## src/rtl/core/adc_ladder_keypad_decoder_defines.svh

```systemverilog
// assertion macros used by the keypad decoder back end
`ifndef ADC_LADDER_KEYPAD_DECODER_DEFINES_SVH
`define ADC_LADDER_KEYPAD_DECODER_DEFINES_SVH

// same-cycle implication, checked on every rising edge out of reset
`define ALKD_ASSERT_IMPL(label, ante, cons) \
    label: assert property (@(posedge clk) disable iff (!rst_n) (ante) |-> (cons)) \
        else $error("keypad decoder check failed");

// next-cycle implication
`define ALKD_ASSERT_NEXT(label, ante, cons) \
    label: assert property (@(posedge clk) disable iff (!rst_n) (ante) |=> (cons)) \
        else $error("keypad decoder check failed");

`endif

```

## src/rtl/core/alkd_pkg.sv

```systemverilog
// types and constants of the keypad decoder
package alkd_pkg;

    localparam int unsigned SAMPLE_W    = 12;
    localparam int unsigned LEVEL_W     = 12;
    localparam int unsigned TRY_W       = 6;
    localparam int unsigned CFG_IDX_W   = 3;
    localparam int unsigned CFG_DATA_W  = 12;
    localparam int unsigned QUEUE_DEPTH = 4;
    localparam int unsigned QPTR_W      = 2;
    localparam int unsigned NUM_SWITCH  = 6;

    localparam logic OP_TRIGGER = 1'b0;
    localparam logic OP_SAMPLE  = 1'b1;

    // classification codes: 0 none, 1..6 switch, 7 undetermined
    localparam logic [2:0] CLS_NONE  = 3'd0;
    localparam logic [2:0] CLS_UNDET = 3'd7;

    localparam logic [CFG_IDX_W-1:0] REG_BANK_ENABLE    = 3'd0;
    localparam logic [CFG_IDX_W-1:0] REG_NONE_THRESHOLD = 3'd1;
    localparam logic [CFG_IDX_W-1:0] REG_WINDOW_DELTA   = 3'd2;
    localparam logic [CFG_IDX_W-1:0] REG_LEVEL_LEFT     = 3'd3;
    localparam logic [CFG_IDX_W-1:0] REG_LEVEL_RIGHT    = 3'd4;
    localparam logic [CFG_IDX_W-1:0] REG_LEVEL_UP       = 3'd5;
    localparam logic [CFG_IDX_W-1:0] REG_LEVEL_DOWN     = 3'd6;
    localparam logic [CFG_IDX_W-1:0] REG_LEVEL_HOME     = 3'd7;

    localparam logic [LEVEL_W-1:0] RST_NONE_THRESHOLD = 12'd3800;
    localparam logic [LEVEL_W-1:0] RST_WINDOW_DELTA   = 12'd100;
    localparam logic [LEVEL_W-1:0] RST_LEVEL_LEFT     = 12'd2458;
    localparam logic [LEVEL_W-1:0] RST_LEVEL_RIGHT    = 12'd3016;
    localparam logic [LEVEL_W-1:0] RST_LEVEL_UP       = 12'd3376;
    localparam logic [LEVEL_W-1:0] RST_LEVEL_DOWN     = 12'd1663;
    localparam logic [LEVEL_W-1:0] RST_LEVEL_HOME     = 12'd745;

    typedef enum logic [2:0] {
        EV_WANT     = 3'd0,
        EV_REFUSED  = 3'd1,
        EV_GAVE_UP  = 3'd2,
        EV_SAME     = 3'd3,
        EV_RELEASED = 3'd4,
        EV_PRESSED  = 3'd5
    } event_kind_t;

    typedef struct packed {
        logic [LEVEL_W-1:0] none_threshold;
        logic [LEVEL_W-1:0] window_delta;
        logic [LEVEL_W-1:0] level_left;
        logic [LEVEL_W-1:0] level_right;
        logic [LEVEL_W-1:0] level_up;
        logic [LEVEL_W-1:0] level_down;
        logic [LEVEL_W-1:0] level_home;
    } window_cfg_t;

    typedef struct packed {
        logic       opcode;
        logic       bank;
        logic [2:0] cls;
    } q_entry_t;

    typedef struct packed {
        logic        bank_out;
        event_kind_t event_kind;
        logic [2:0]  switch_num;
        logic        last;
    } result_t;

endpackage

```

## src/rtl/core/alkd_queue.sv

```systemverilog
// short fifo between the classifier and the bank sequencer
module alkd_queue import alkd_pkg::*; (
    input  logic     clk,
    input  logic     rst_n,
    input  logic     push,
    input  q_entry_t wr_entry,
    input  logic     pop,
    output q_entry_t rd_entry,
    output logic     full,
    output logic     empty
);

    q_entry_t          mem_reg [QUEUE_DEPTH];
    logic [QPTR_W-1:0] wr_ptr_reg;
    logic [QPTR_W-1:0] rd_ptr_reg;
    logic [QPTR_W:0]   count_reg;
    logic [QPTR_W:0]   count_next;

    assign full     = (count_reg == (QPTR_W + 1)'(QUEUE_DEPTH));
    assign empty    = (count_reg == '0);
    assign rd_entry = mem_reg[rd_ptr_reg];

    always_comb
    begin
        count_next = count_reg;
        case ({push, pop})
            2'b10:   count_next = count_reg + (QPTR_W + 1)'(1);
            2'b01:   count_next = count_reg - (QPTR_W + 1)'(1);
            default: count_next = count_reg;
        endcase
    end

    always_ff @(posedge clk or negedge rst_n)
    begin
        if (!rst_n)
        begin
            wr_ptr_reg <= '0;
            rd_ptr_reg <= '0;
            count_reg  <= '0;
        end
        else
        begin
            if (push)
            begin
                wr_ptr_reg <= wr_ptr_reg + QPTR_W'(1);
            end
            if (pop)
            begin
                rd_ptr_reg <= rd_ptr_reg + QPTR_W'(1);
            end
            count_reg <= count_next;
        end
    end

    always_ff @(posedge clk)
    begin
        if (push)
        begin
            mem_reg[wr_ptr_reg] <= wr_entry;
        end
    end

endmodule

```

## config.mk

```make
export PLATFORM = sky130hd
export DESIGN_NAME = alkd_queue
export DESIGN_NICKNAME = d
export VERILOG_FILES = /design/src/rtl/core/adc_ladder_keypad_decoder_defines.svh /design/src/rtl/core/alkd_pkg.sv /design/src/rtl/core/alkd_queue.sv
export SDC_FILE = /design/constraint.sdc
export NUM_CORES = 1
export LEC_CHECK = 0
export BUFFER_PORTS_ARGS = -buffer_cell sky130_fd_sc_hd__buf_4
export CORE_MARGIN = 2
export CORE_UTILIZATION = 40
export DETAILED_ROUTE_END_ITERATION = 6
export PLACE_DENSITY = 0.69
export SYNTH_ARGS = -nofsm -noshare
export SYNTH_HDL_FRONTEND = slang
export SYNTH_SLANG_ARGS = --single-unit
export TNS_END_PERCENT = 100
```

## constraint.sdc

```tcl
create_clock -name clk -period 1.77 [get_ports clk]
set_input_delay 0.0885 -clock clk [delete_from_list [all_inputs] [get_ports clk]]
set_output_delay 0.0885 -clock clk [all_outputs]
set_load 0.03 [all_outputs]
```

==> run metrics <==
post-synthesis sequential area ratio 69.0%; Rel. slew slack 81.3%; filler-free cell count of the finished design 119; first-pass GRT wire length 2880 um; DR WL/cell 13.8 um; reg2reg start count_reg[0]; setup repair bufs after CTS 0; GP Congestion 0.691; CTS Sinks 27; syn_area_per_cell 17.8 um^2; full die area 0.00325 mm^2; Detailed Route WL 1650 um; Finish-stage setup viols 0; reg2reg end count_reg[2]; Reg power frac 49.3%; fmax 611 MHz; Ys Warns 0; pwr/cell area 1490 mW/mm^2; site row count 19; Critical Path End Type flip-flop; Hold Vio Cnt, Final 0; Initial DRC Count 9; clock buffer count from CTS 3; worst-margin pin slew 0.281 ns; worst vdd ir 0.785 mV; P&R area growth vs syn 21.8%; Int Power 0.00131 W; share of layout cells above drive strength 1 28.4%; footprint of the multi-input gates 310 um^2; # Max-Cap Violations 0; CTS Buffer Depth 2; Starting Density 41.5%; Post-Syn Area 0.00112 mm^2; total track usage 12.2%; reg2reg setup slack 0.34 ns; Arr. time, crit path 1.88 ns; Combinational Power Share 38.3%; Slowest cell on crit path dlygate4sd3_1; clk slew on worst S/H paths 0.13 ns; setup TNS 0 ns; #FFs+latches synth 27; Skew-Pair Late Insertion Delay 0.31 ns; minimum clock period 1.64 ns; CP Class in -> reg; Final HPWL DP 1150 um; worst hold path class in -> async; Max FO, Critical Path 8; IO Count 16; M1 GR Usage 15.7%; Leak Pwr 0.549 nW; CP Cell Sequence dlygate4sd3_1 > buf_4 > inv_1 > ha_1 > inv_1 > fa_1 > xor2_1 > nor2_1 > xor2_1; I/O Buffers 15; max reg flops 20; CP Launch Type primary input; crit-path max cell delay 0.53 ns; CTS root buffer clkbuf_4; skew final 0.00402 ns; Net Sw Frac 35.5%; Reg area 777 um^2; gr busiest metal met2; Via-to-Cell Ratio 4.78; status completed; Worst Reg-to-Reg Cells 5; total number of vias 569; H-tree levels 1; net count after synthesis 78; Die X 57 um; critical path launch point push; grt met2 use 18.6%; initial antenna violation count 0; Cell variety after synth 17; GR Overflow Total 0; Clk network pwr share 12.4%; Final period util 92.4%; largest net degree at the start of global routing 16; CTS tree yes; routing usage on met3 2.95%; Routed Antenna Nets 0; Sw Pwr 0.000722 W; placed insts 107; die span in y 57 um; Final Max Slew Viols 0; vias in the first global route 596; Layout Nets 104; filler instances 231; Core Region 0.00271 mm^2; Mapped Cells 63; DRC 0; ANT cells 0; DR pass1 iterations 4; Critical Path RT 2.02 ns; RSZ-0062 raised after global routing false
-- cell type report --
class / count / area share [%]
inverters: 6 / 1.65
multi-input cells: 28 / 22.7
clock inverters: 1 / 0.366
clock buffers: 3 / 1.65
repair buffers: 23 / 14.1
flip-flops and latches: 27 / 56.8
well taps: 31 / 2.83
-- worst max-delay path: cells and delay by family --
| family | cells | cell delay (ns) |
|---|---|---|
| simple gates | 1 | 0.12 |
| buf+inv | 4 | 0.81 |
| xor+xnor | 2 | 0.32 |
| fa+ha+maj | 2 | 0.55 |
-- timing repair --
item                                   4_1_cts  5_1_grt
resized for setup                            1        0
endpoints found under the hold margin       30        0
setup endpoints to repair                    5        0
hold buffers                                 8        0
-- layout by cell type (no fill, tap or decap), drive strengths merged, types with 2 or more instances in the layout --
cell type,Yosys,routed
nand2,2,2
ha,5,5
mux4,5,5
xnor2,2,2
edfxtp,20,20
and2,4,4
dfrtp,7,7
xor2,4,4
inv,6,6
clkbuf,1,3
dlygate4sd3,0,8
buf,1,15
-- metrics by stage --
stage	area (um^2)	hold slack, ns	worst slack, ns	util (%)	total power [W]
floorplan	1120	-0.207	0.467	-	0.00157
global placement	1260	-0.0934	0.390	46.5	0.00176
detailed placement	1260	-0.0912	0.365	46.5	0.00179
CTS	1370	0.0887	0.111	50.5	0.00206
global route	1370	0.0828	0.0542	50.5	0.00217
finish	1370	0.102	0.135	50.5	0.00203
-- cells by family after synthesis --
family / synth area share, %
fa+ha+maj: 7.35
compound gates: 0.445
mux: 10.9
flops: 69.0
buf+inv: 3.34
xor+xnor: 4.68
simple gates: 4.23
-- metal layers --
metal,part of all wire (%),vias to the layer above
met5,0,-
met2,49,13
met4,2.2,0
li1,-,275
met1,45,277
met3,3.9,4
-- power by group through the flow --
| stage | logic, W | clock network (W) | registers (W) |
|---|---|---|---|
| after floorplan | 0.000636 | 0 | 0.000930 |
| after CTS | 0.000788 | 0.000263 | 0.00101 |
| after global routing | 0.000845 | 0.000298 | 0.00103 |
| after global placement | 0.000750 | 0 | 0.00101 |
| after detailed placement | 0.000773 | 0 | 0.00102 |
| final | 0.000778 | 0.000252 | 0.00100 |
-- worst max path at each step --
stage	endpoint	slack, ns
after floorplan	count_reg[2]	0.47
after global placement	rd_entry[4]	0.39
after detailed placement	rd_entry[4]	0.36
after CTS	rd_entry[3]	0.11
after global routing	rd_entry[3]	0.05
final	count_reg[2]	0.13
-- synth_stat cells (all sizes together) --
| cell type | n | area [um^2] |
|---|---|---|
| edfxtp | 20 | 601 |
| o21ai | 1 | 5.00 |
| inv | 6 | 22.5 |
| and2 | 4 | 25.0 |
| clkbuf | 1 | 3.75 |
| and3 | 1 | 6.26 |
| ha | 5 | 62.6 |
| xnor2 | 2 | 17.5 |
| nor2 | 1 | 3.75 |
| nor3 | 1 | 5.00 |
| mux4 | 5 | 113 |
| nand2 | 2 | 7.51 |
| buf | 1 | 11.3 |
| dfrtp | 7 | 175 |
| fa | 1 | 20.0 |
| xor2 | 4 | 35.0 |
| mux2i | 1 | 10.0 |
Power figures use the tool's default switching activity.
