==> src/rtl/core/adc_ladder_keypad_decoder_defines.svh <==
// assertion macros used by the keypad decoder back end
`ifndef ADC_LADDER_KEYPAD_DECODER_DEFINES_SVH
`define ADC_LADDER_KEYPAD_DECODER_DEFINES_SVH

// same-cycle implication, checked on every rising edge out of reset
`define ALKD_ASSERT_IMPL(label, ante, cons) \
    label: assert property (@(posedge clk) disable iff (!rst_n) (ante) |-> (cons)) \
        else $error("keypad decoder check failed");

// next-cycle implication
`define ALKD_ASSERT_NEXT(label, ante, cons) \
    label: assert property (@(posedge clk) disable iff (!rst_n) (ante) |=> (cons)) \
        else $error("keypad decoder check failed");

`endif

==> src/rtl/core/alkd_pkg.sv <==
// types and constants of the keypad decoder
package alkd_pkg;

    localparam int unsigned SAMPLE_W    = 12;
    localparam int unsigned LEVEL_W     = 12;
    localparam int unsigned TRY_W       = 6;
    localparam int unsigned CFG_IDX_W   = 3;
    localparam int unsigned CFG_DATA_W  = 12;
    localparam int unsigned QUEUE_DEPTH = 4;
    localparam int unsigned QPTR_W      = 2;
    localparam int unsigned NUM_SWITCH  = 6;

    localparam logic OP_TRIGGER = 1'b0;
    localparam logic OP_SAMPLE  = 1'b1;

    // classification codes: 0 none, 1..6 switch, 7 undetermined
    localparam logic [2:0] CLS_NONE  = 3'd0;
    localparam logic [2:0] CLS_UNDET = 3'd7;

    localparam logic [CFG_IDX_W-1:0] REG_BANK_ENABLE    = 3'd0;
    localparam logic [CFG_IDX_W-1:0] REG_NONE_THRESHOLD = 3'd1;
    localparam logic [CFG_IDX_W-1:0] REG_WINDOW_DELTA   = 3'd2;
    localparam logic [CFG_IDX_W-1:0] REG_LEVEL_LEFT     = 3'd3;
    localparam logic [CFG_IDX_W-1:0] REG_LEVEL_RIGHT    = 3'd4;
    localparam logic [CFG_IDX_W-1:0] REG_LEVEL_UP       = 3'd5;
    localparam logic [CFG_IDX_W-1:0] REG_LEVEL_DOWN     = 3'd6;
    localparam logic [CFG_IDX_W-1:0] REG_LEVEL_HOME     = 3'd7;

    localparam logic [LEVEL_W-1:0] RST_NONE_THRESHOLD = 12'd3800;
    localparam logic [LEVEL_W-1:0] RST_WINDOW_DELTA   = 12'd100;
    localparam logic [LEVEL_W-1:0] RST_LEVEL_LEFT     = 12'd2458;
    localparam logic [LEVEL_W-1:0] RST_LEVEL_RIGHT    = 12'd3016;
    localparam logic [LEVEL_W-1:0] RST_LEVEL_UP       = 12'd3376;
    localparam logic [LEVEL_W-1:0] RST_LEVEL_DOWN     = 12'd1663;
    localparam logic [LEVEL_W-1:0] RST_LEVEL_HOME     = 12'd745;

    typedef enum logic [2:0] {
        EV_WANT     = 3'd0,
        EV_REFUSED  = 3'd1,
        EV_GAVE_UP  = 3'd2,
        EV_SAME     = 3'd3,
        EV_RELEASED = 3'd4,
        EV_PRESSED  = 3'd5
    } event_kind_t;

    typedef struct packed {
        logic [LEVEL_W-1:0] none_threshold;
        logic [LEVEL_W-1:0] window_delta;
        logic [LEVEL_W-1:0] level_left;
        logic [LEVEL_W-1:0] level_right;
        logic [LEVEL_W-1:0] level_up;
        logic [LEVEL_W-1:0] level_down;
        logic [LEVEL_W-1:0] level_home;
    } window_cfg_t;

    typedef struct packed {
        logic       opcode;
        logic       bank;
        logic [2:0] cls;
    } q_entry_t;

    typedef struct packed {
        logic        bank_out;
        event_kind_t event_kind;
        logic [2:0]  switch_num;
        logic        last;
    } result_t;

endpackage

==> src/rtl/core/alkd_if.sv <==


interface alkd_out_if;
    logic       valid;
    logic       ready;
    logic       bank_out;
    logic [2:0] event_kind;
    logic [2:0] switch_num;
    logic       last;

    modport source (output valid, output bank_out, output event_kind, output switch_num,
                    output last, input ready);
    modport sink   (input valid, input bank_out, input event_kind, input switch_num,
                    input last, output ready);
endinterface

==> src/rtl/core/alkd_back.sv <==
// back end: per-bank debounce state, try counting and event generation
`include "adc_ladder_keypad_decoder_defines.svh"

module alkd_back import alkd_pkg::*; #(
    parameter int unsigned AGREE_COUNT = 8,
    parameter int unsigned TRY_LIMIT   = 40,
    parameter int unsigned NUM_BANKS   = 2
) (
    input  logic        clk,
    input  logic        rst_n,
    input  logic [1:0]  bank_enable,
    input  logic        q_empty,
    input  q_entry_t    head,
    output logic        pop,
    alkd_out_if.source  out_ch
);

    // the bank field is one bit wide, so at most two banks are reachable
    localparam int unsigned NB    = (NUM_BANKS < 2) ? NUM_BANKS : 2;
    localparam int unsigned CNT_W = $clog2(AGREE_COUNT + 1);
    localparam logic [CNT_W-1:0] AGREE_N = CNT_W'(AGREE_COUNT);

    // the ring is tracked as the length of the current run of equal readings
    logic             active_reg  [NB];
    logic [TRY_W-1:0] tries_reg   [NB];
    logic [CNT_W-1:0] run_cnt_reg [NB];
    logic [2:0]       run_cls_reg [NB];
    logic [2:0]       pressed_reg [NB];

    logic             active_next;
    logic [TRY_W-1:0] tries_next;
    logic [CNT_W-1:0] run_cnt_next;
    logic [2:0]       run_cls_next;
    logic [2:0]       pressed_next;

    logic             bidx;
    logic             bank_ok;
    logic             agree;
    logic             two;
    result_t          r1;
    result_t          r2;

    logic             out_valid_reg;
    result_t          out_reg;
    logic             pend_reg;
    result_t          second_reg;
    logic             load;

    assign bidx    = (NB > 1) ? head.bank : 1'b0;
    assign bank_ok = (NUM_BANKS > 1) || (head.bank == 1'b0);
    assign load    = !out_valid_reg || out_ch.ready;
    assign pop     = load && !pend_reg && !q_empty;

    always_comb
    begin
        active_next  = active_reg[bidx];
        tries_next   = tries_reg[bidx];
        run_cnt_next = run_cnt_reg[bidx];
        run_cls_next = run_cls_reg[bidx];
        pressed_next = pressed_reg[bidx];
        agree        = 1'b0;
        two          = 1'b0;
        r1 = '{bank_out: head.bank, event_kind: EV_REFUSED, switch_num: 3'd0, last: 1'b1};
        r2 = '{bank_out: head.bank, event_kind: EV_PRESSED, switch_num: head.cls, last: 1'b1};
        if (!bank_ok)
        begin
            r1.event_kind = EV_REFUSED;
        end
        else if (head.opcode == OP_TRIGGER)
        begin
            if (bank_enable[head.bank] && !active_reg[bidx])
            begin
                active_next  = 1'b1;
                run_cnt_next = '0;
                if (TRY_LIMIT <= 1)
                begin
                    tries_next    = '0;
                    active_next   = 1'b0;
                    r1.event_kind = EV_GAVE_UP;
                end
                else
                begin
                    tries_next    = TRY_W'(TRY_LIMIT - 1);
                    r1.event_kind = EV_WANT;
                end
            end
        end
        else if (active_reg[bidx])
        begin
            if (head.cls != CLS_UNDET)
            begin
                run_cls_next = head.cls;
                if (run_cnt_reg[bidx] != '0 && run_cls_reg[bidx] == head.cls)
                begin
                    run_cnt_next = (run_cnt_reg[bidx] >= AGREE_N) ?
                        run_cnt_reg[bidx] : run_cnt_reg[bidx] + CNT_W'(1);
                end
                else
                begin
                    run_cnt_next = CNT_W'(1);
                end
            end
            agree = (run_cnt_next >= AGREE_N);
            if (!agree)
            begin
                if (tries_reg[bidx] <= TRY_W'(1))
                begin
                    tries_next    = '0;
                    active_next   = 1'b0;
                    r1.event_kind = EV_GAVE_UP;
                end
                else
                begin
                    tries_next    = tries_reg[bidx] - TRY_W'(1);
                    r1.event_kind = EV_WANT;
                end
            end
            else
            begin
                active_next  = 1'b0;
                pressed_next = head.cls;
                if (pressed_reg[bidx] == head.cls)
                begin
                    r1.event_kind = EV_SAME;
                end
                else if (pressed_reg[bidx] != CLS_NONE)
                begin
                    // release goes out first, press follows when a switch is held
                    r1.event_kind = EV_RELEASED;
                    r1.switch_num = pressed_reg[bidx];
                    r1.last       = (head.cls == CLS_NONE);
                    two           = (head.cls != CLS_NONE);
                end
                else
                begin
                    r1.event_kind = EV_PRESSED;
                    r1.switch_num = head.cls;
                end
            end
        end
    end

    always_ff @(posedge clk or negedge rst_n)
    begin
        if (!rst_n)
        begin
            for (int b = 0; b < NB; b++)
            begin
                active_reg[b]  <= 1'b0;
                tries_reg[b]   <= '0;
                run_cnt_reg[b] <= '0;
                run_cls_reg[b] <= CLS_NONE;
                pressed_reg[b] <= CLS_NONE;
            end
            out_valid_reg <= 1'b0;
            pend_reg      <= 1'b0;
        end
        else
        begin
            if (pop && bank_ok)
            begin
                active_reg[bidx]  <= active_next;
                tries_reg[bidx]   <= tries_next;
                run_cnt_reg[bidx] <= run_cnt_next;
                run_cls_reg[bidx] <= run_cls_next;
                pressed_reg[bidx] <= pressed_next;
            end
            if (load)
            begin
                if (pend_reg)
                begin
                    out_valid_reg <= 1'b1;
                    pend_reg      <= 1'b0;
                end
                else
                begin
                    out_valid_reg <= pop;
                    pend_reg      <= pop && two;
                end
            end
        end
    end

    always_ff @(posedge clk)
    begin
        if (load)
        begin
            if (pend_reg)
            begin
                out_reg <= second_reg;
            end
            else if (pop)
            begin
                out_reg    <= r1;
                second_reg <= r2;
            end
        end
    end

    assign out_ch.valid      = out_valid_reg;
    assign out_ch.bank_out   = out_reg.bank_out;
    assign out_ch.event_kind = out_reg.event_kind;
    assign out_ch.switch_num = out_reg.switch_num;
    assign out_ch.last       = out_reg.last;

    `ALKD_ASSERT_IMPL(a_pend_behind_first, pend_reg, out_valid_reg && !out_reg.last)
    `ALKD_ASSERT_NEXT(a_second_follows, out_ch.valid && out_ch.ready && !out_ch.last, out_ch.valid)
    `ALKD_ASSERT_IMPL(a_pop_nonempty, pop, !q_empty)
    `ALKD_ASSERT_IMPL(a_active_has_tries, active_reg[0], tries_reg[0] != '0)

endmodule

==> src/flat_wrapper.sv <==
// flat-port wrapper written by rule: the top's interface ports become plain ports
module alkd_back_flat import alkd_pkg::*;
#(
    parameter int unsigned AGREE_COUNT = 8,
    parameter int unsigned TRY_LIMIT   = 40,
    parameter int unsigned NUM_BANKS   = 2
)
  (clk, rst_n, bank_enable, q_empty, head, pop, out_ch_valid, out_ch_bank_out, out_ch_event_kind, out_ch_switch_num, out_ch_last, out_ch_ready);
  alkd_out_if out_ch_i ();
  input  logic clk;
  input  logic rst_n;
  input  logic [1:0] bank_enable;
  input  logic q_empty;
  input  q_entry_t head;
  output logic pop;
  output wire logic [$bits(out_ch_i.valid)-1:0] out_ch_valid;
  output wire logic [$bits(out_ch_i.bank_out)-1:0] out_ch_bank_out;
  output wire logic [$bits(out_ch_i.event_kind)-1:0] out_ch_event_kind;
  output wire logic [$bits(out_ch_i.switch_num)-1:0] out_ch_switch_num;
  output wire logic [$bits(out_ch_i.last)-1:0] out_ch_last;
  input wire logic [$bits(out_ch_i.ready)-1:0] out_ch_ready;
  assign out_ch_valid = out_ch_i.valid;
  assign out_ch_bank_out = out_ch_i.bank_out;
  assign out_ch_event_kind = out_ch_i.event_kind;
  assign out_ch_switch_num = out_ch_i.switch_num;
  assign out_ch_last = out_ch_i.last;
  assign out_ch_i.ready = out_ch_ready;
  alkd_back #(.AGREE_COUNT(AGREE_COUNT), .TRY_LIMIT(TRY_LIMIT), .NUM_BANKS(NUM_BANKS)) u_core (.clk(clk), .rst_n(rst_n), .bank_enable(bank_enable), .q_empty(q_empty), .head(head), .pop(pop), .out_ch(out_ch_i));
endmodule
==> config.mk <==
export PLATFORM = sky130hd
export DESIGN_NAME = alkd_back_flat
export DESIGN_NICKNAME = d
export VERILOG_FILES = /design/src/rtl/core/alkd_pkg.sv /design/src/rtl/core/alkd_if.sv /design/src/rtl/core/alkd_back.sv /design/src/flat_wrapper.sv
export VERILOG_INCLUDE_DIRS = /design/src /design/src/rtl/core
export SDC_FILE = /design/constraint.sdc
export NUM_CORES = 1
export LEC_CHECK = 0
export ABC_CLOCK_PERIOD_IN_PS = 5900
export BUFFER_PORTS_ARGS = -buffer_cell sky130_fd_sc_hd__buf_2
export CAP_MARGIN = 20
export CORE_MARGIN = 3
export CORE_UTILIZATION = 25
export DETAILED_ROUTE_END_ITERATION = 16
export GPL_TIMING_DRIVEN = 0
export SETUP_SLACK_MARGIN = 0.5
export SLEW_MARGIN = 20
export SYNTH_ARGS = -nofsm -noshare
export SYNTH_HDL_FRONTEND = slang
export SYNTH_SLANG_ARGS = --single-unit
==> constraint.sdc <==
create_clock -name clk -period 5.9 [get_ports clk]
set_input_delay 1.18 -clock clk [delete_from_list [all_inputs] [get_ports clk]]
set_output_delay 1.18 -clock clk [all_outputs]
set_load 0.02 [all_outputs]
==> run_results.csv, run 1 <==
group,metric,value,unit
run_status,run_status,"finished, final reports clean",
sta,layout_min_cycle_time,3770,ps
detailed_routing,firstDrtPassIters,5,
logic_synthesis,postSynth.topFlopCell,"sky130_fd_sc_hd__dfrtp_1",
sta,setup_viol,0,
clock_tree,number_of_buffers_inserted_for_hold_repair_after_clock_tree_synthesis,0,
clock_tree,worst_skew_pair.late_latency,290,ps
sta,setup-tns-final,0,ps
logic_synthesis,yosys-top-cells-count,"sky130_fd_sc_hd__dfrtp_1, sky130_fd_sc_hd__nand2_1, sky130_fd_sc_hd__nor2_1",
critical_path,timing.critical_path.fanout_max,10,
clock_tree,post_cts.resized_instances,0,
die,die-area,12700,um2
logic_synthesis,post_synth_num_cell_types,52,
detailed_routing,drt_iter0_drc,294,
grt,grt_pass1_wl,11700,um
grt,grt_max_degree,37,
sta,max_slew_margin,29.0,%
clock_tree,cts_setup_buffers,0,
logic_synthesis,ys_seq_elements,48,
placed_design,preCtsSetupSlack,1860,ps
clock_tree,clk_sink_count,48,
logic_synthesis,synth.avg_cell_area,9.86,um2
sta,crit_share_post_route,64.0,%
sta,timing.clock.skew,6.67,ps
die,floorplan.initialDensity,25.9,%
placed_design,buffer_ports.inserted,19,
sta,hold_violations,0,
finish,largest_register_ff_count,12,
logic_synthesis,synthArstFlopShare,75.0,%
finish,final_layout_size_suffix_gt1_share,19.0,%
logic_synthesis,synthesis.instances,288,
placed_design,routability_cong,0.839,
sta,report.final.slew_viol_count,0,
grt,grt_overflow_total,0,
flow_run,max_cap_viol_count,0,
clock_tree,cts_tree,"yes",
sta,max_freq,265,MHz
sta,timing_worst_slew_pin_value,1060,ps
logic_synthesis,yosysTopAreaCellShare,31.7,%
logic_synthesis,synth_nets,304,
finish,antenna_cells,0,
logic_synthesis,synth_sequential_area_ratio,44.4,%
detailed_routing,detail_route.drc_violations,0,
grt,first_global_vias,2285,
logic_synthesis,post_synth_edffs,12,
placed_design,detailedPlacementHpwl,5130,um
logic_synthesis,syn-cell-area,2840,um2
die,fp.coreArea,11000,um2
power,ir_drop,0.147,mV
hold_path,timing.hold.worst.class,"reg -> reg",
detailed_routing,drt-wirelength-per-cell,15.6,um
power,p_leak,1.32,nW
grt,track_usage,11.3,%
finish,fillers,1135,
die,io-pin-count,21,
power,power.density,350,nW/um2
die,cell_rows,38,
finish,layout.nets,330,
die,die_w,113,um
clock_tree,longest_clk_path_bufs,2,
logic_synthesis,post-synth-top-count-cell,"sky130_fd_sc_hd__dfrtp_1",
die,dieHeight,113,um
detailed_routing,routed_via_density,5.15,
detailed_routing,route.antenna.remaining_nets,0,
clock_tree,cts_root_buffer,"sky130_fd_sc_hd__clkbuf_16",
clock_tree,cts_inserted_buffers,5,
critical_path,timing.critical_path.from_type,"input pin",
logic_synthesis,synth.top_cells.by_area,"sky130_fd_sc_hd__dfrtp_1, sky130_fd_sc_hd__edfxtp_1, sky130_fd_sc_hd__mux2_2",
logic_synthesis,yosys_warnings,0,
critical_path,worst-setup-path-type,"in -> reg",
detailed_routing,route.vias.total,2344,
grt,antenna_found_initial,0,
sta,rsz0062_at_grt,"no",
clock_tree,htree_num_levels,2,
critical_path,cp.arrival,3890,ps
sta,timing.final.ws_setup,2130,ps
logic_synthesis,netlist.top_cell.by_area,"sky130_fd_sc_hd__dfrtp_1",
critical_path,worst_ep_required_time,6020,ps
detailed_routing,detail_route.wirelength,7110,um
finish,area.growth.synth_to_final,14.8,%
critical_path,setup.worst_path.end_class,"flop",
clock_tree,clkTransAtPathRegs,60,ps
[per-layer routing]
metal  track usage [%]  up-vias  part of all wire (%)
met4              3.21        0                   1.7
met5                 0        -                     0
li1                  -     1108                     -
met3              2.10       14                   6.7
met2              17.4       87                    45
met1              16.1     1135                    47
[power breakdown]
| part | internal, W | switching, W |
|---|---|---|
| Combinational | 0.000156 | 0.000236 |
| Sequential | 0.000418 | 0.0000519 |
| Clock | 0.000156 | 0.000124 |
| Total | 0.000730 | 0.000411 |
[area by class of cell]
cell class,count,area (um2),area share (%)
multi-input cells,215,1470,45.1
clock buffers,5,125,3.84
flip-flops and latches,48,1260,38.7
clock inverters,3,18.8,0.576
well taps,140,175,5.37
plain buffers,14,73.8,2.26
inverters,11,41.3,1.27
repair buffers,19,95.1,2.92
[worst max-delay path: stages]
cell	delay [ps]
sky130_fd_sc_hd__buf_2	140
sky130_fd_sc_hd__buf_6	170
sky130_fd_sc_hd__buf_4	230
sky130_fd_sc_hd__buf_2	310
sky130_fd_sc_hd__mux2i_1	160
sky130_fd_sc_hd__ha_1	210
sky130_fd_sc_hd__o21ai_0	120
sky130_fd_sc_hd__nand4_1	400
sky130_fd_sc_hd__o22ai_1	510
sky130_fd_sc_hd__nand2_1	190
sky130_fd_sc_hd__o31ai_1	250
[path summary, 6_finish.rpt]
| check | start | to | slack, ps | cells after the start |
|---|---|---|---|---|
| worst max-delay path | head[3] | u_core.out_ch.switch_num[2] | 2130 | 11 |
| worst min-delay path | u_core.run_cls_reg[2] | u_core.run_cls_reg[2] | 470 | 2 |
| worst max register to register | u_core.out_ch.valid | u_core.tries_reg[5] | 3520 | 6 |
| worst min register to register | u_core.run_cls_reg[2] | u_core.run_cls_reg[2] | 470 | 2 |
| max in group asynchronous | rst_n | u_core.tries_reg[11] | 4370 | 1 |
| min in group asynchronous | rst_n | u_core.tries_reg[6] | 1000 | 1 |
[through the flow]
| step | cell area, um2 | utilization, % | hold WS, ps | std cells | power, W |
|---|---|---|---|---|---|
| floorplan | 2840 | - | 445 | 288 | 0.000759 |
| global placement | 3110 | 28.3 | 462 | 447 | 0.000845 |
| detailed placement | 3120 | 28.4 | 463 | 447 | 0.000861 |
| CTS | 3260 | 29.7 | 479 | 455 | 0.00114 |
| global route | 3260 | 29.7 | 517 | 455 | 0.00122 |
| finish | 3260 | 29.7 | 471 | 455 | 0.00114 |
[kinds of logic after synthesis]
family,Yosys count,share of synthesized area (%)
flip-flops,48,44.4
AO/OA/AOI/OAI,71,16.3
XOR/XNOR,6,1.85
adder cells (fa/ha/maj),5,2.20
buffers and inverters,25,4.05
AND/OR/NAND/NOR,96,16.8
multiplexers,37,14.3
[cell usage in the layout (no fill, tap or decap), drive strengths merged, types with 4 or more instances in the layout]
cell    instances
a21oi          22
mux2           20
clkbuf         13
nor3            8
and2            4
edfxtp         12
nor2           26
ha              5
inv            11
nand3           7
a31oi           4
buf            25
mux2i          17
nand2          30
dfrtp          36
nor4            5
o21ai          19
a211oi          4
Power figures use the tool's default switching activity.
==> inputs of run 2 (changes only) <==
- ABC_CLOCK_PERIOD_IN_PS: 5900 -> 3100
- clock period: 5.9 -> 3.1 ns (I/O delays scaled with it)
==> run 2 against run 1 <==
Against the previous run:
- count of clock-buffer cells in the layout did not move
- global-route usage rose by 1.1 points
- worst setup slack got worse by 1600 ps
- clock power rose by 120%
- worst hold slack got worse by 32 ps
- first-iteration DRC count fell by 19%
- power rose by 120%
- sequential share of layout area fell by 4.3 points
- largest cell class unchanged
- highest routed layer unchanged
==> run_results.csv, run 2 (same netlist as run 1, synthesis figures left out) <==
group,metric,value,unit
sta,timing.clock.skew,7.61,ps
critical_path,cp.arrival,2740,ps
clock_tree,longest_clk_path_bufs,2,
grt,antenna_found_initial,0,
clock_tree,number_of_buffers_inserted_for_hold_repair_after_clock_tree_synthesis,0,
sta,max_slew_margin,43.8,%
critical_path,cp_num_buf_inv,5,
grt,grt_overflow_total,0,
power,ir_drop,0.341,mV
sta,setup-tns-final,0,ps
finish,largest_register_ff_count,12,
finish,antenna_cells,0,
detailed_routing,route.vias.total,2438,
die,dieHeight,113,um
critical_path,setup.worst_path.end_class,"flop",
placed_design,detailedPlacementHpwl,5190,um
sta,hold_violations,0,
critical_path,timing.critical_path.slowest_stage_cell,"sky130_fd_sc_hd__or3_4",
grt,first_global_vias,2499,
critical_path,cp_num_cells,12,
sta,setup_viol,0,
clock_tree,cts_inserted_buffers,5,
grt,grt_max_degree,37,
finish,layout.nets,348,
critical_path,rr_endpoint,"u_core.tries_reg[5]",
critical_path,worst_ep_required_time,3270,ps
die,cell_rows,38,
die,die-area,12700,um2
finish,final_core_utilization,33.4,%
detailed_routing,drt_iter0_drc,238,
clock_tree,clkTransAtPathRegs,70,ps
finish,layoutNonFillerInstCount,473,
critical_path,crit_path_start,"head[3]",
critical_path,most_common_cell_on_crit_path,"sky130_fd_sc_hd__buf_12",
critical_path,reg2regPathDepth,6,
sta,timing_worst_slew_pin_value,843,ps
clock_tree,worst_skew_pair.late_latency,290,ps
critical_path,reg2reg_slack,830,ps
critical_path,startpoint_of_the_most_critical_register_to_register_path,"u_core.out_ch.valid",
detailed_routing,routed_via_density,5.15,
clock_tree,clk_sink_count,48,
power,p_leak,1.46,nW
sta,rsz0062_at_grt,"yes",
critical_path,worst-setup-path-type,"in -> reg",
sta,layout_min_cycle_time,2570,ps
placed_design,buffer_ports.inserted,19,
die,die_w,113,um
die,io-pin-count,21,
hold_path,timing.hold.worst.class,"in -> async",
detailed_routing,drt-wirelength-per-cell,16.3,um
critical_path,timing.critical_path.fanout_max,10,
critical_path,crit_path_cell_trace,"buf_2 -> buf_8 -> buf_12 -> buf_12 -> mux2i_4 -> inv_2 -> nand3_2 -> ha_4 -> a31oi_4 -> a21oi_4 -> or3_4 -> mux2_4",
grt,grt_pass1_wl,12800,um
clock_tree,cts_tree,"yes",
critical_path,crit_path_end,"u_core.pressed_reg[0]",
power,power.density,690,nW/um2
finish,most_common_cell_after_layout_fill_and_taps_aside,"sky130_fd_sc_hd__dfrtp_1",
critical_path,timing.critical_path.from_type,"input pin",
critical_path,critical-path-top-delay-family,"buffers and inverters",
sta,crit_share_post_route,82.9,%
power,fin_total_pwr,0.00253,W
detailed_routing,route.antenna.remaining_nets,0,
finish,area.growth.synth_to_final,29.0,%
detailed_routing,firstDrtPassIters,4,
flow_run,max_cap_viol_count,0,
clock_tree,htree_num_levels,2,
placed_design,routability_cong,0.885,
clock_tree,cts_root_buffer,"sky130_fd_sc_hd__clkbuf_16",
placed_design,placed_cells_incl_taps,447,
finish,top_library_cells_by_usage_in_the_layout_fill_and_taps_aside,"sky130_fd_sc_hd__dfrtp_1, sky130_fd_sc_hd__nand2_1, sky130_fd_sc_hd__nor2_1",
finish,final_layout_size_suffix_gt1_share,30.3,%
die,floorplan.initialDensity,25.9,%
run_status,run_status,"finished, final reports clean",
detailed_routing,detail_route.wirelength,7720,um
placed_design,preCtsSetupSlack,-140,ps
die,fp.coreArea,11000,um2
critical_path,critical_path.max_stage_delay,380,ps
sta,max_freq,389,MHz
finish,fillers,1110,
sta,report.final.slew_viol_count,0,
grt,track_usage,12.3,%
sta,timing.final.ws_setup,530,ps
detailed_routing,detail_route.drc_violations,0,
-- run 2: changes by cell type in the layout (fill, tap and decap cells not counted), moves of 3 or more --
cell                      delta
sky130_fd_sc_hd__buf_4      +16
sky130_fd_sc_hd__o21ai_0     -3
sky130_fd_sc_hd__mux2i_4     +4
sky130_fd_sc_hd__buf_12      +3
sky130_fd_sc_hd__ha_1        -3
sky130_fd_sc_hd__o21ai_1     +3
sky130_fd_sc_hd__mux2i_1     -5
-- run 2: how the worst min path moves through the flow --
stage | depth (start not counted) | endpoint
global placement | 2 | u_core.run_cls_reg[5]
global route | 1 | u_core.run_cls_reg[5]
CTS | 1 | u_core.tries_reg[2]
detailed placement | 2 | u_core.run_cls_reg[5]
floorplan | 0 | u_core.active_reg[0]
finish | 1 | u_core.tries_reg[2]
-- run 2: layout make-up --
| class | instances | area (um2) | share of cell area, % |
|---|---|---|---|
| Buffer | 14 | 118 | 3.21 |
| Inverter | 11 | 41.3 | 1.13 |
| Clock inverter | 3 | 42.5 | 1.16 |
| Tap cell | 140 | 175 | 4.78 |
| Multi-Input combinational cell | 215 | 1660 | 45.4 |
| Clock buffer | 5 | 125 | 3.42 |
| Timing Repair Buffer | 37 | 238 | 6.49 |
| Sequential cell | 48 | 1260 | 34.4 |
-- run 2: metrics by stage --
step | instance area (um2) | hold WS (ps)
2_1_floorplan | 2880 | 324
3_3_place_gp | 3150 | 463
3_5_place_dp | 3150 | 472
4_1_cts | 3520 | 470
5_1_grt | 3660 | 508
6_report | 3660 | 439
-- run 2: power breakdown --
group          switching, W  leakage, nW  internal [W]
Sequential         0.000121        0.564      0.000796
Clock              0.000240       0.0814      0.000380
Combinational      0.000540        0.812      0.000450
Total              0.000901         1.46       0.00163
-- run 2: timing repair --
item,CTS,global route
gates resized for setup,22,24
setup endpoints to repair,32,22
pin swaps,6,4
setup buffers,14,4
-- run 2: per-layer routing --
metal / vias up / routed length [um] / global-route usage, %
met2: 71 / 3660 / 20.5
met4: 0 / 85 / 2.88
met5: - / 0 / 0
met1: 1207 / 3540 / 16.3
met3: 12 / 428 / 2.70
li1: 1148 / - / -
